**config.mk**
```make
export PLATFORM = sky130hd
export DESIGN_NAME = variable_partition_allocator
export DESIGN_NICKNAME = d
export VERILOG_FILES = /design/src/rtl/core/vpa_pkg.sv /design/src/rtl/core/vpa_cell.sv /design/src/rtl/core/vpa_row.sv /design/src/rtl/core/variable_partition_allocator.sv
export SDC_FILE = /design/constraint.sdc
export NUM_CORES = 2
export LEC_CHECK = 0
export BUFFER_PORTS_ARGS = -buffer_cell sky130_fd_sc_hd__buf_4
export CELL_PAD_IN_SITES_DETAIL_PLACEMENT = 1
export CELL_PAD_IN_SITES_GLOBAL_PLACEMENT = 1
export CORE_ASPECT_RATIO = 1.25
export CORE_MARGIN = 4
export CORE_UTILIZATION = 50
export CTS_CLUSTER_SIZE = 16
export DETAILED_ROUTE_END_ITERATION = 6
export PLACE_DENSITY = 0.78
export SYNTH_ARGS = -nofsm -noshare
export SYNTH_HDL_FRONTEND = slang
export SYNTH_SLANG_ARGS = --single-unit
```
**constraint.sdc**
```tcl
create_clock -name clk -period 12.3 [get_ports clk]
set_input_delay 0.615 -clock clk [delete_from_list [all_inputs] [get_ports clk]]
set_output_delay 0.615 -clock clk [all_outputs]
set_load 0.02 [all_outputs]
```
**src/rtl/core/vpa_pkg.sv**
```systemverilog
`timescale 1ns / 1ps
// ----------------------------------------------------------------------------
// vpa_pkg
// Request and result types and code constants of the partition allocator.
// ----------------------------------------------------------------------------
package vpa_pkg;

	typedef struct packed {
		logic        cmd;
		logic [15:0] req_size;
		logic [15:0] target_pid;
	} req_t;

	typedef struct packed {
		logic [1:0]  status;
		logic [15:0] granted_pid;
		logic [15:0] grant_addr;
		logic [15:0] granted_size;
	} rsp_t;

	localparam logic       CMD_ALLOC = 1'b0;
	localparam logic       CMD_FREE  = 1'b1;

	localparam logic [1:0] ST_DONE     = 2'd0;
	localparam logic [1:0] ST_NO_SPACE = 2'd1;
	localparam logic [1:0] ST_ZERO     = 2'd2;
	localparam logic [1:0] ST_NOT_FND  = 2'd3;

	localparam logic [1:0] FIT_FIRST = 2'd0;
	localparam logic [1:0] FIT_BEST  = 2'd1;
	localparam logic [1:0] FIT_WORST = 2'd2;
	localparam logic [1:0] FIT_RSVD  = 2'd3;

	localparam logic [1:0] REG_FIT  = 2'd0;
	localparam logic [1:0] REG_MEM  = 2'd1;
	localparam logic [1:0] REG_FRAG = 2'd2;

	localparam logic [15:0] RESET_MEMORY   = 16'd1024;
	localparam logic [15:0] RESET_MIN_FRAG = 16'd10;

	// Operations broadcast to a row of table cells.
	localparam logic [2:0] OP_NONE   = 3'd0;
	localparam logic [2:0] OP_INIT   = 3'd1;
	localparam logic [2:0] OP_WRITE  = 3'd2;
	localparam logic [2:0] OP_DROP   = 3'd3;
	localparam logic [2:0] OP_INSERT = 3'd4;

	typedef struct packed {
		logic [2:0] op;
	} cell_ctl_t;

endpackage

```
**src/rtl/core/vpa_cell.sv**
```systemverilog
`timescale 1ns / 1ps
// ----------------------------------------------------------------------------
// vpa_cell
// One table entry: a word that can be loaded, taken from its right neighbor
// (drop) or from its left neighbor (insert).
// ----------------------------------------------------------------------------
module vpa_cell #(
	parameter int W   = 48,
	parameter int IW  = 4,
	parameter int IDX = 0
) (
	input  logic              clk,
	input  vpa_pkg::cell_ctl_t ctl,
	input  logic [IW-1:0]     sel,
	input  logic [W-1:0]      wdata,
	input  logic [W-1:0]      init_data,
	input  logic [W-1:0]      left,
	input  logic [W-1:0]      right,
	output logic [W-1:0]      data
);
	logic [W-1:0] data_q;
	localparam logic [IW-1:0] ME = IW'(IDX);

	always_ff @(posedge clk) begin
		case (ctl.op)
			vpa_pkg::OP_INIT:   data_q <= init_data;
			vpa_pkg::OP_WRITE:  if (sel == ME) data_q <= wdata;
			vpa_pkg::OP_DROP:   if (ME >= sel) data_q <= right;
			vpa_pkg::OP_INSERT: begin
				if (ME == sel) data_q <= wdata;
				else if (ME > sel) data_q <= left;
			end
			default: ;
		endcase
	end

	assign data = data_q;
endmodule

```
**src/rtl/core/vpa_row.sv**
```systemverilog
`timescale 1ns / 1ps
// ----------------------------------------------------------------------------
// vpa_row
// A chain of table cells with a registered read at one walking index.
// ----------------------------------------------------------------------------
module vpa_row #(
	parameter int N  = 16,
	parameter int W  = 48,
	parameter int IW = 4
) (
	input  logic               clk,
	input  vpa_pkg::cell_ctl_t ctl,
	input  logic [IW-1:0]      sel,
	input  logic [W-1:0]       wdata,
	input  logic [W-1:0]       init_data,
	input  logic [IW-1:0]      raddr,
	output logic [W-1:0]       rdata
);
	logic [W-1:0] d [N];

	for (genvar i = 0; i < N; i++) begin : g_c
		vpa_cell #(.W(W), .IW(IW), .IDX(i)) u_c (
			.clk(clk), .ctl(ctl), .sel(sel), .wdata(wdata),
			.init_data(i == 0 ? init_data : '0),
			.left(i == 0 ? wdata : d[(i == 0) ? 0 : i-1]),
			.right(i == N-1 ? d[N-1] : d[(i == N-1) ? i : i+1]),
			.data(d[i])
		);
	end

	logic [W-1:0] rdata_q;
	always_ff @(posedge clk) rdata_q <= d[raddr];
	assign rdata = rdata_q;
endmodule

```
**src/rtl/core/variable_partition_allocator.sv**
```systemverilog
`timescale 1ns / 1ps
// ----------------------------------------------------------------------------
// variable_partition_allocator
// Free-segment and allocated-block tables as rows of cells, one sequencer
// that walks them one entry a cycle.
// An allocate walks the free segments; with compaction it then relays the
// blocks; a free walks the blocks, then the segments. Zero size and a full
// block table answer without a walk. One request at a time; the next is taken
// in the cycle after the result is taken.
// Reset: registers to fit 0, memory 1024, min fragment 10; the segment row
// loads its single free segment in the first cycle after reset; no blocks;
// pid counter zero.
// ----------------------------------------------------------------------------
module variable_partition_allocator #(
	parameter int MAX_ENTRIES = 16,
	parameter int ADDR_BITS   = 16
) (
	input  logic                    clk,
	input  logic                    arst_n,
	input  logic                    req_valid,
	output logic                    req_ready,
	input  vpa_pkg::req_t           req,
	output logic                    rsp_valid,
	input  logic                    rsp_ready,
	output vpa_pkg::rsp_t           rsp,
	input  logic                    cfg_we,
	input  logic [1:0]              cfg_idx,
	input  logic [15:0]             cfg_wdata
);
	localparam int IW = $clog2(MAX_ENTRIES);
	localparam int CW = $clog2(MAX_ENTRIES + 1);
	localparam int FW = 2 * ADDR_BITS;
	localparam int UW = 16 + 2 * ADDR_BITS;
	localparam int TW = ADDR_BITS + CW;

	localparam logic [3:0] S_IDLE = 4'd0, S_SCAN = 4'd1, S_DEC = 4'd2,
		S_MOVE = 4'd3, S_FSCAN = 4'd4, S_PSCAN = 4'd5, S_FDEC = 4'd6,
		S_UDROP = 4'd7, S_OUT = 4'd8, S_GRANT = 4'd9, S_WAIT = 4'd10;

	logic [3:0]           state_q;
	logic [1:0]           fit_q;
	logic [15:0]          mem_q, frag_q, pid_q;
	logic [CW-1:0]        fcnt_q, ucnt_q;
	logic [CW:0]          i_q;
	logic                 found_q, left_q, right_q;
	logic [IW-1:0]        pick_q, idx_q;
	logic [ADDR_BITS-1:0] psize_q, pstart_q, bs_q, bz_q, pnext_q;
	logic [TW-1:0]        total_q, addr_q;
	logic [15:0]          rsize_q, tpid_q;
	vpa_pkg::rsp_t        rsp_q;
	logic                 rv_q, rd_pipe_q, init_pend_q;

	vpa_pkg::cell_ctl_t   fctl, uctl;
	logic [IW-1:0]        fsel, usel, fra, ura;
	logic [FW-1:0]        fwd, frd;
	logic [UW-1:0]        uwd, urd;

	wire [15:0] init_size = (cfg_we && cfg_idx == vpa_pkg::REG_MEM) ? cfg_wdata : mem_q;

	vpa_row #(.N(MAX_ENTRIES), .W(FW), .IW(IW)) u_free (
		.clk(clk), .ctl(fctl), .sel(fsel), .wdata(fwd),
		.init_data({{ADDR_BITS{1'b0}}, ADDR_BITS'(init_size)}),
		.raddr(fra), .rdata(frd));
	vpa_row #(.N(MAX_ENTRIES), .W(UW), .IW(IW)) u_used (
		.clk(clk), .ctl(uctl), .sel(usel), .wdata(uwd),
		.init_data('0), .raddr(ura), .rdata(urd));

	wire [ADDR_BITS-1:0] fst = frd[FW-1:ADDR_BITS];
	wire [ADDR_BITS-1:0] fsz = frd[ADDR_BITS-1:0];
	wire [15:0]          upid = urd[UW-1:2*ADDR_BITS];
	wire [ADDR_BITS-1:0] ust = urd[2*ADDR_BITS-1:ADDR_BITS];
	wire [ADDR_BITS-1:0] usz = urd[ADDR_BITS-1:0];
	wire [ADDR_BITS-1:0] rq  = ADDR_BITS'(rsize_q);
	wire [ADDR_BITS-1:0] rem = psize_q - rq;
	wire                 split = (rem != '0) && (32'(rem) >= 32'(frag_q));
	wire [ADDR_BITS-1:0] gsize = split ? rq : psize_q;

	// Walk index: an upward read issued at i_q returns in the next cycle as entry
	// i_q-1; a downward read issued at i_q-1 returns as entry i_q.
	wire [CW:0]  rd_i = i_q - 1'b1;
	assign fra = i_q[IW-1:0];
	assign ura = rd_i[IW-1:0];

	assign req_ready = (state_q == S_IDLE) && !rv_q && !init_pend_q;
	assign rsp_valid = rv_q;
	assign rsp = rsp_q;

	always_comb begin
		fctl.op = vpa_pkg::OP_NONE; uctl.op = vpa_pkg::OP_NONE;
		fsel = pick_q; usel = ucnt_q[IW-1:0];
		fwd = {pstart_q + rq, rem};
		uwd = {pid_q, pstart_q, bz_q};
		if ((cfg_we && cfg_idx == vpa_pkg::REG_MEM) || init_pend_q) fctl.op = vpa_pkg::OP_INIT;
		else begin
			case (state_q)
				S_GRANT: begin
					fctl.op = split ? vpa_pkg::OP_WRITE : vpa_pkg::OP_DROP;
					uctl.op = vpa_pkg::OP_WRITE;
					uwd = {pid_q, pstart_q, gsize};
				end
				S_MOVE: begin
					if (rd_pipe_q) begin
						uctl.op = vpa_pkg::OP_WRITE; usel = i_q[IW-1:0];
						uwd = {upid, addr_q[ADDR_BITS-1:0], usz};
					end
					if (i_q == '0) begin
						fctl.op = vpa_pkg::OP_WRITE; fsel = '0;
						fwd = {{ADDR_BITS{1'b0}}, total_q[ADDR_BITS-1:0]};
					end
				end
				S_FDEC: begin
					fsel = pick_q;
					if (left_q && right_q) begin
						fctl.op = vpa_pkg::OP_WRITE; fsel = pick_q - 1'b1;
						fwd = {pstart_q, psize_q + bz_q + pnext_q};
					end else if (left_q) begin
						fctl.op = vpa_pkg::OP_WRITE; fsel = pick_q - 1'b1;
						fwd = {pstart_q, psize_q + bz_q};
					end else if (right_q) begin
						fctl.op = vpa_pkg::OP_WRITE;
						fwd = {bs_q, pnext_q + bz_q};
					end else if (fcnt_q < CW'(MAX_ENTRIES)) begin
						fctl.op = vpa_pkg::OP_INSERT; fwd = {bs_q, bz_q};
					end
				end
				S_UDROP: begin
					uctl.op = vpa_pkg::OP_DROP; usel = idx_q;
					if (left_q && right_q) begin
						fctl.op = vpa_pkg::OP_DROP; fsel = pick_q;
					end
				end
				default: ;
			endcase
		end
	end

	always_ff @(posedge clk or negedge arst_n) begin
		if (!arst_n) begin
			state_q <= S_IDLE; fit_q <= vpa_pkg::FIT_FIRST;
			mem_q <= vpa_pkg::RESET_MEMORY; frag_q <= vpa_pkg::RESET_MIN_FRAG;
			pid_q <= '0; fcnt_q <= CW'(1); ucnt_q <= '0; rv_q <= 1'b0;
			i_q <= '0; rd_pipe_q <= 1'b0; init_pend_q <= 1'b1;
		end else begin
			init_pend_q <= 1'b0;
			if (rv_q && rsp_ready) rv_q <= 1'b0;
			if (cfg_we) begin
				case (cfg_idx)
					vpa_pkg::REG_FIT:  fit_q <= cfg_wdata[1:0];
					vpa_pkg::REG_MEM: begin
						mem_q <= cfg_wdata; ucnt_q <= '0;
						fcnt_q <= (cfg_wdata != '0) ? CW'(1) : '0;
					end
					vpa_pkg::REG_FRAG: frag_q <= cfg_wdata;
					default: ;
				endcase
			end
			case (state_q)
				S_IDLE: if (req_valid && req_ready) begin
					rsize_q <= req.req_size;
					tpid_q <= req.target_pid; rd_pipe_q <= 1'b0;
					found_q <= 1'b0; total_q <= '0;
					i_q <= (req.cmd == vpa_pkg::CMD_ALLOC) ? '0 : (CW+1)'(ucnt_q);
					if (req.cmd == vpa_pkg::CMD_ALLOC) begin
						pid_q <= pid_q + 16'd1;
						rsp_q <= {(req.req_size == '0) ? vpa_pkg::ST_ZERO : vpa_pkg::ST_NO_SPACE,
							pid_q + 16'd1, 32'd0};
						if (req.req_size == '0) state_q <= S_OUT;
						else if (ucnt_q >= CW'(MAX_ENTRIES)) state_q <= S_OUT;
						else state_q <= S_SCAN;
					end else begin
						rsp_q <= {vpa_pkg::ST_NOT_FND, req.target_pid, 32'd0};
						state_q <= S_FSCAN;
					end
				end
				S_SCAN: begin
					// fit scan and free total over the segment row
					if (rd_pipe_q) begin
						total_q <= total_q + TW'(fsz);
						if (fsz >= rq) begin
							if (!found_q || (fit_q == vpa_pkg::FIT_BEST && fsz < psize_q)
								|| (fit_q == vpa_pkg::FIT_WORST && fsz > psize_q)) begin
								if (!(found_q && fit_q != vpa_pkg::FIT_BEST &&
									fit_q != vpa_pkg::FIT_WORST)) begin
									pick_q <= rd_i[IW-1:0]; psize_q <= fsz;
									pstart_q <= fst;
								end
							end
							found_q <= 1'b1;
						end
					end
					if (i_q < (CW+1)'(fcnt_q)) begin
						i_q <= i_q + 1'b1; rd_pipe_q <= 1'b1;
					end else begin
						rd_pipe_q <= 1'b0; state_q <= S_DEC;
					end
				end
				S_DEC: begin
					if (found_q) state_q <= S_GRANT;
					else if (total_q < TW'(rsize_q)) state_q <= S_OUT;
					else begin
						addr_q <= total_q; i_q <= (CW+1)'(ucnt_q); state_q <= S_MOVE;
					end
				end
				S_MOVE: begin
					// relay blocks newest first after the merged free space
					if (rd_pipe_q) addr_q <= addr_q + TW'(usz);
					if (i_q != '0) begin
						i_q <= i_q - 1'b1; rd_pipe_q <= 1'b1;
					end else begin
						rd_pipe_q <= 1'b0; fcnt_q <= CW'(1); pick_q <= '0;
						pstart_q <= '0; psize_q <= total_q[ADDR_BITS-1:0];
						state_q <= S_GRANT;
					end
				end
				S_GRANT: begin
					bz_q <= gsize;
					if (!split) fcnt_q <= fcnt_q - 1'b1;
					state_q <= S_WAIT;
				end
				S_WAIT: begin
					ucnt_q <= ucnt_q + 1'b1;
					rsp_q <= {vpa_pkg::ST_DONE, pid_q, 16'(pstart_q), 16'(bz_q)};
					state_q <= S_OUT;
				end
				S_FSCAN: begin
					// newest matching pid, walking down
					if (rd_pipe_q && !found_q && upid == tpid_q) begin
						found_q <= 1'b1; idx_q <= i_q[IW-1:0];
						bs_q <= ust; bz_q <= usz;
					end
					if (i_q != '0 && !(rd_pipe_q && upid == tpid_q)) begin
						i_q <= i_q - 1'b1; rd_pipe_q <= 1'b1;
					end else begin
						rd_pipe_q <= 1'b0;
						if (found_q || (rd_pipe_q && upid == tpid_q)) begin
							i_q <= '0; left_q <= 1'b0; right_q <= 1'b0;
							state_q <= S_PSCAN;
						end else state_q <= S_OUT;
					end
				end
				S_PSCAN: begin
					// first segment at or above the block
					if (rd_pipe_q && fst >= bs_q) begin
						rd_pipe_q <= 1'b0; pick_q <= rd_i[IW-1:0];
						right_q <= (bs_q + bz_q == fst); pnext_q <= fsz;
						state_q <= S_FDEC;
					end else begin
						if (rd_pipe_q) begin
							pstart_q <= fst; psize_q <= fsz;
							left_q <= (fst + fsz == bs_q);
						end
						if (i_q < (CW+1)'(fcnt_q)) begin
							i_q <= i_q + 1'b1; rd_pipe_q <= 1'b1;
						end else begin
							rd_pipe_q <= 1'b0; pick_q <= fcnt_q[IW-1:0];
							state_q <= S_FDEC;
						end
					end
				end
				S_FDEC: begin
					if (left_q && right_q) begin
						fcnt_q <= fcnt_q - 1'b1; state_q <= S_UDROP;
					end else if (left_q || right_q) state_q <= S_UDROP;
					else if (fcnt_q < CW'(MAX_ENTRIES)) begin
						fcnt_q <= fcnt_q + 1'b1; state_q <= S_UDROP;
					end else begin
						rsp_q.status <= vpa_pkg::ST_NO_SPACE; state_q <= S_OUT;
					end
				end
				S_UDROP: begin
					ucnt_q <= ucnt_q - 1'b1;
					rsp_q <= {vpa_pkg::ST_DONE, tpid_q, 16'(bs_q), 16'(bz_q)};
					state_q <= S_OUT;
				end
				S_OUT: begin rv_q <= 1'b1; state_q <= S_IDLE; end
				default: state_q <= S_IDLE;
			endcase
		end
	end

	a_cnt: assert property (@(posedge clk) disable iff (!arst_n)
		ucnt_q <= CW'(MAX_ENTRIES)) else $error("used count overflow");
	a_fcnt: assert property (@(posedge clk) disable iff (!arst_n)
		fcnt_q <= CW'(MAX_ENTRIES)) else $error("free count overflow");
	a_rdy: assert property (@(posedge clk) disable iff (!arst_n)
		rv_q |-> !req_ready) else $error("accept while result pending");
	a_out: assert property (@(posedge clk) disable iff (!arst_n)
		(state_q == S_OUT) |=> rv_q) else $error("result not raised");
endmodule

```
==> metrics.md <==
| Metric | Value |
|---|---|
| Type of element capturing the critical path | `flip-flop` |
| Synth area leaders | `edfxtp_1 (49%), mux4_2 (10%), a21o_1 (4.8%), nand2_1 (4.2%), a21oi_1 (3.4%)` |
| # rows | `~180` |
| Critical Path Start | `rq[1]$_DFFE_PP_` |
| CTS max path bufs | `3` |
| FF-to-FF Start | `rq[1]$_DFFE_PP_` |
| Setup crit start kind | `flip-flop` |
| RSZ-0062 raised after global routing | `false` |
| CP top delay family | `compound AO/OA/AOI/OAI gates` |
| Yosys top cell area share | `48.8%` |
| Routed vias | `between 70000 and 80000` |
| Relative slew margins | `under 10%` |
| GRT Util Overall | `roughly 36%` |
| Core Area | `around 180000 µm²` |
| Vias in the first global route | `about 75000` |
| Synth Area in Compound Gates | `17.7%` |
| Drt total wl | `352000 µm` |
| WP data required | `about 13 ns` |
| Status | `finished with violations` |
| I/O pin count | `108` |
| Mux share of post-synthesis cell area | `between 10% and 20%` |
| Final instance area | `~100000 µm²` |
| Clock transition at the registers of the reported paths | `about 0.060 ns` |
| Worst Clk Skew | `about 0.054 ns` |
| Final worst path period share | `a little under two thirds` |
| Max VDD drop | `~140 µV` |
| Initial antenna violation count | `20` |
| Area growth from synthesis to layout | `10.5%` |
| Largest family of logic cells by synthesized area | `compound AO/OA/AOI/OAI gates` |
| Count of cell types in the netlist | `a little over 100` |
| WS Path Type | `reg -> reg` |
| XOR/XNOR Fraction of Synth Area | `between 1.5 and 2%` |
| Mapped Area | `91700 µm²` |
| Via-to-Cell Ratio | `7.07` |
| Die Y | `487 µm` |
| Initial Util | `50.3%` |
| Minimum clock period | `7.87 ns` |
| Leakage | `around 42 nW` |
| Worst Path Buf+Inv | `4` |
| Grt ovf | `0` |
| First-pass GRT wire length | `a little over 500000 µm` |
| Share of layout cells above drive strength 1 | `15.5%` |
| Total Power | `0.0197 W` |
| Count of pins over their slew limit | `0` |
| Nets | `~8100` |
| Drc violations | `1` |
| CTS tree | `done` |
| Adder and majority gate portion of the synthesized area | `under 10%` |
| Net count of the mapped netlist | `around 8200` |
| Largest net degree at the start of global routing | `approximately 260` |
| Min-delay src | `cfg_wdata[12]` |
| Drt first pass iters | `7` |
| Setup TNS | `0 ns` |
| Routability cong. | `roughly 1` |
| Post-synthesis sequential area ratio | `roughly 53%` |
| Synth Area in Simple Gates | `approximately 10%` |
| Syn Inst Count | `between 7000 and 8000` |
| Final hold violation count | `0` |
| Pwr dens | `approximately 190 nW/µm²` |
| Commonest cells post-synth | `edfxtp_1 (1490), nand2_1 (1034), a21oi_1 (621), a21o_1 (580), clkbuf_1 (535)` |
| Max Cap Viol | `0` |
| Post-CTS sizing | `0` |
| Mean Syn Cell Area | `approximately 12 µm²` |
| Die width | `slightly below 400 µm` |
| Worst slew pin tran | `1.36 ns` |
| Total Die Area | `190000 µm²` |
| Commonest register cell after synthesis | `edfxtp_1` |
| Fmax | `between 100 and 150 MHz` |
| WL/cell | `34.1 µm` |
| Total CTS buffers | `169` |
| H-tree Lvls | `4` |
| Final setup viols | `0` |
| Critical Path AT | `~8.4 ns` |
| Dpl hpwl | `about 220000 µm` |
| Min Hold Slack | `0.0481 ns` |
| #FFs+latches synth | `1643` |
| Hold Path Class | `in -> reg` |
| Count of input and output buffers | `between 100 and 150` |
| DP Area | `approximately 95000 µm²` |
| Warnings from Yosys | `0` |
| CTS root buf | `clkbuf_16` |
| Clock sinks | `approximately 1600` |
| CP max stage cell | `o221ai_1` |
| Maximum fanout along the worst path | `23` |
| Post-synth EDFFs | `1490` |
| Violated checks | `design-rule violations` |
| Max incr delay on CP | `0.79 ns` |
| Synth area leader | `edfxtp_1` |
| Asr flop ratio synth | `between 4 and 5%` |
| Initial drt markers | `between 8000 and 9000` |
| Count leader, synth | `edfxtp_1` |
| Critical Path, Cell by Cell | `inv_1 > ha_1 > nor2b_4 > o31a_1 > o311a_1 > or2_2 > o311ai_2 > ha_1 > a21oi_1 > nand2_1 > a21oi_1 > nor2b_1 > a211oi_2 > buf_4 > inv_1 > o221ai_1 > a211o_1 > o21ai_0 > o22ai_4 > buf_4` |
| Number of routed nets with antenna violations | `0` |
| Clk_lat worst skew | `between 0.8 and 0.9 ns` |
## layout by cell type, fill, tap and decap left out, types with 55 or more instances in the layout
cell type,Yosys,routed
a22oi_1,56,56
nor2_1,532,502
buf_4,1,318
dfrtp_1,68,64
a221o_1,82,82
edfxtp_1,1490,1490
nor3_1,71,64
nand3_2,54,55
o21ai_0,393,393
nand3_1,110,109
a21oi_1,621,618
inv_1,142,142
dfxtp_1,80,80
nand2_1,1034,1030
a211oi_1,245,242
xnor2_1,133,131
ha_1,228,227
mux2i_1,73,72
o211ai_1,140,140
a21o_1,580,579
clkbuf_16,0,172
mux4_2,408,408
## timing repair
action,4_1_cts,5_1_grt
buffers inserted,0,0
endpoints found under the hold margin,67,0
hold buffers,43,0
## flip-flops by register name (all words and copies together) (netlist names), 21 cells and up
name,flops
total_q,21
u_used.g_c.u_c.data,768
rsp,50
u_used.rdata,48
u_free.g_c.u_c.data,512
u_free.rdata,32
## final timing paths
kind	endpoint	slack, ns	depth (start not counted)
max	u_free.g_c[8].u_c.data[5]$_DFFE_PP_	4.43	20
min	frag_q[12]$_DFFE_PN0P_	0.05	2
max reg2reg	u_free.g_c[8].u_c.data[5]$_DFFE_PP_	4.43	20
min reg2reg	bs_q[13]$_DFFE_PP_	0.42	0
max in group asynchronous	i_q[2]$_DFFE_PN0P_	10.82	3
min in group asynchronous	pid_q[4]$_DFFE_PN0P_	0.23	2
## stage by stage
| stage | utilization [%] | std cells | worst slack [ns] |
|---|---|---|---|
| 6_report | 55.6 | 10300 | 4.43 |
| 3_3_place_gp | 52.4 | 9948 | 4.89 |
| 2_1_floorplan | - | 7856 | 1.91 |
| 5_1_grt | 55.6 | 10300 | 4.25 |
| 3_5_place_dp | 52.4 | 9948 | 4.74 |
| 4_1_cts | 55.6 | 10300 | 4.69 |
## area by class of cell
| class | instances | area (µm²) |
|---|---|---|
| diodes | 12 | 30.0 |
| clock inverters | 101 | 896 |
| well taps | 2389 | 2990 |
| multi-input cells | 5452 | 41200 |
| flip-flops and latches | 1643 | 48200 |
| fillers | 18500 | 80900 |
| clock buffers | 209 | 4510 |
| repair buffers | 368 | 2960 |
| inverters | 142 | 533 |
## report_power, final
group	total (W)	internal, W	leakage (nW)	switching, W
sequential	0.00744	0.00666	16.1	0.000775
clock	0.00517	0.00276	2.63	0.00240
combinational	0.00713	0.00292	23.3	0.00421
total	0.0197	0.0124	42.1	0.00738
## cells by family after synthesis
group	count (synthesis)
AOI/OAI and AO/OA	2413
xor gates and xnor gates	178
DFF	1643
adders and majority gates	238
buffers and inverters	761
muxes	517
and+or+nand+nor	2105
other	1
## layer usage
layer,vias up,share of wire (%),GRT usage (%)
met2,4352,47,58.4
met4,10,8.1,24.9
li1,29800,-,-
met1,37500,36,44.3
met3,1256,9.5,8.04
met5,-,0.016,0
Power figures use the tool's default switching activity.
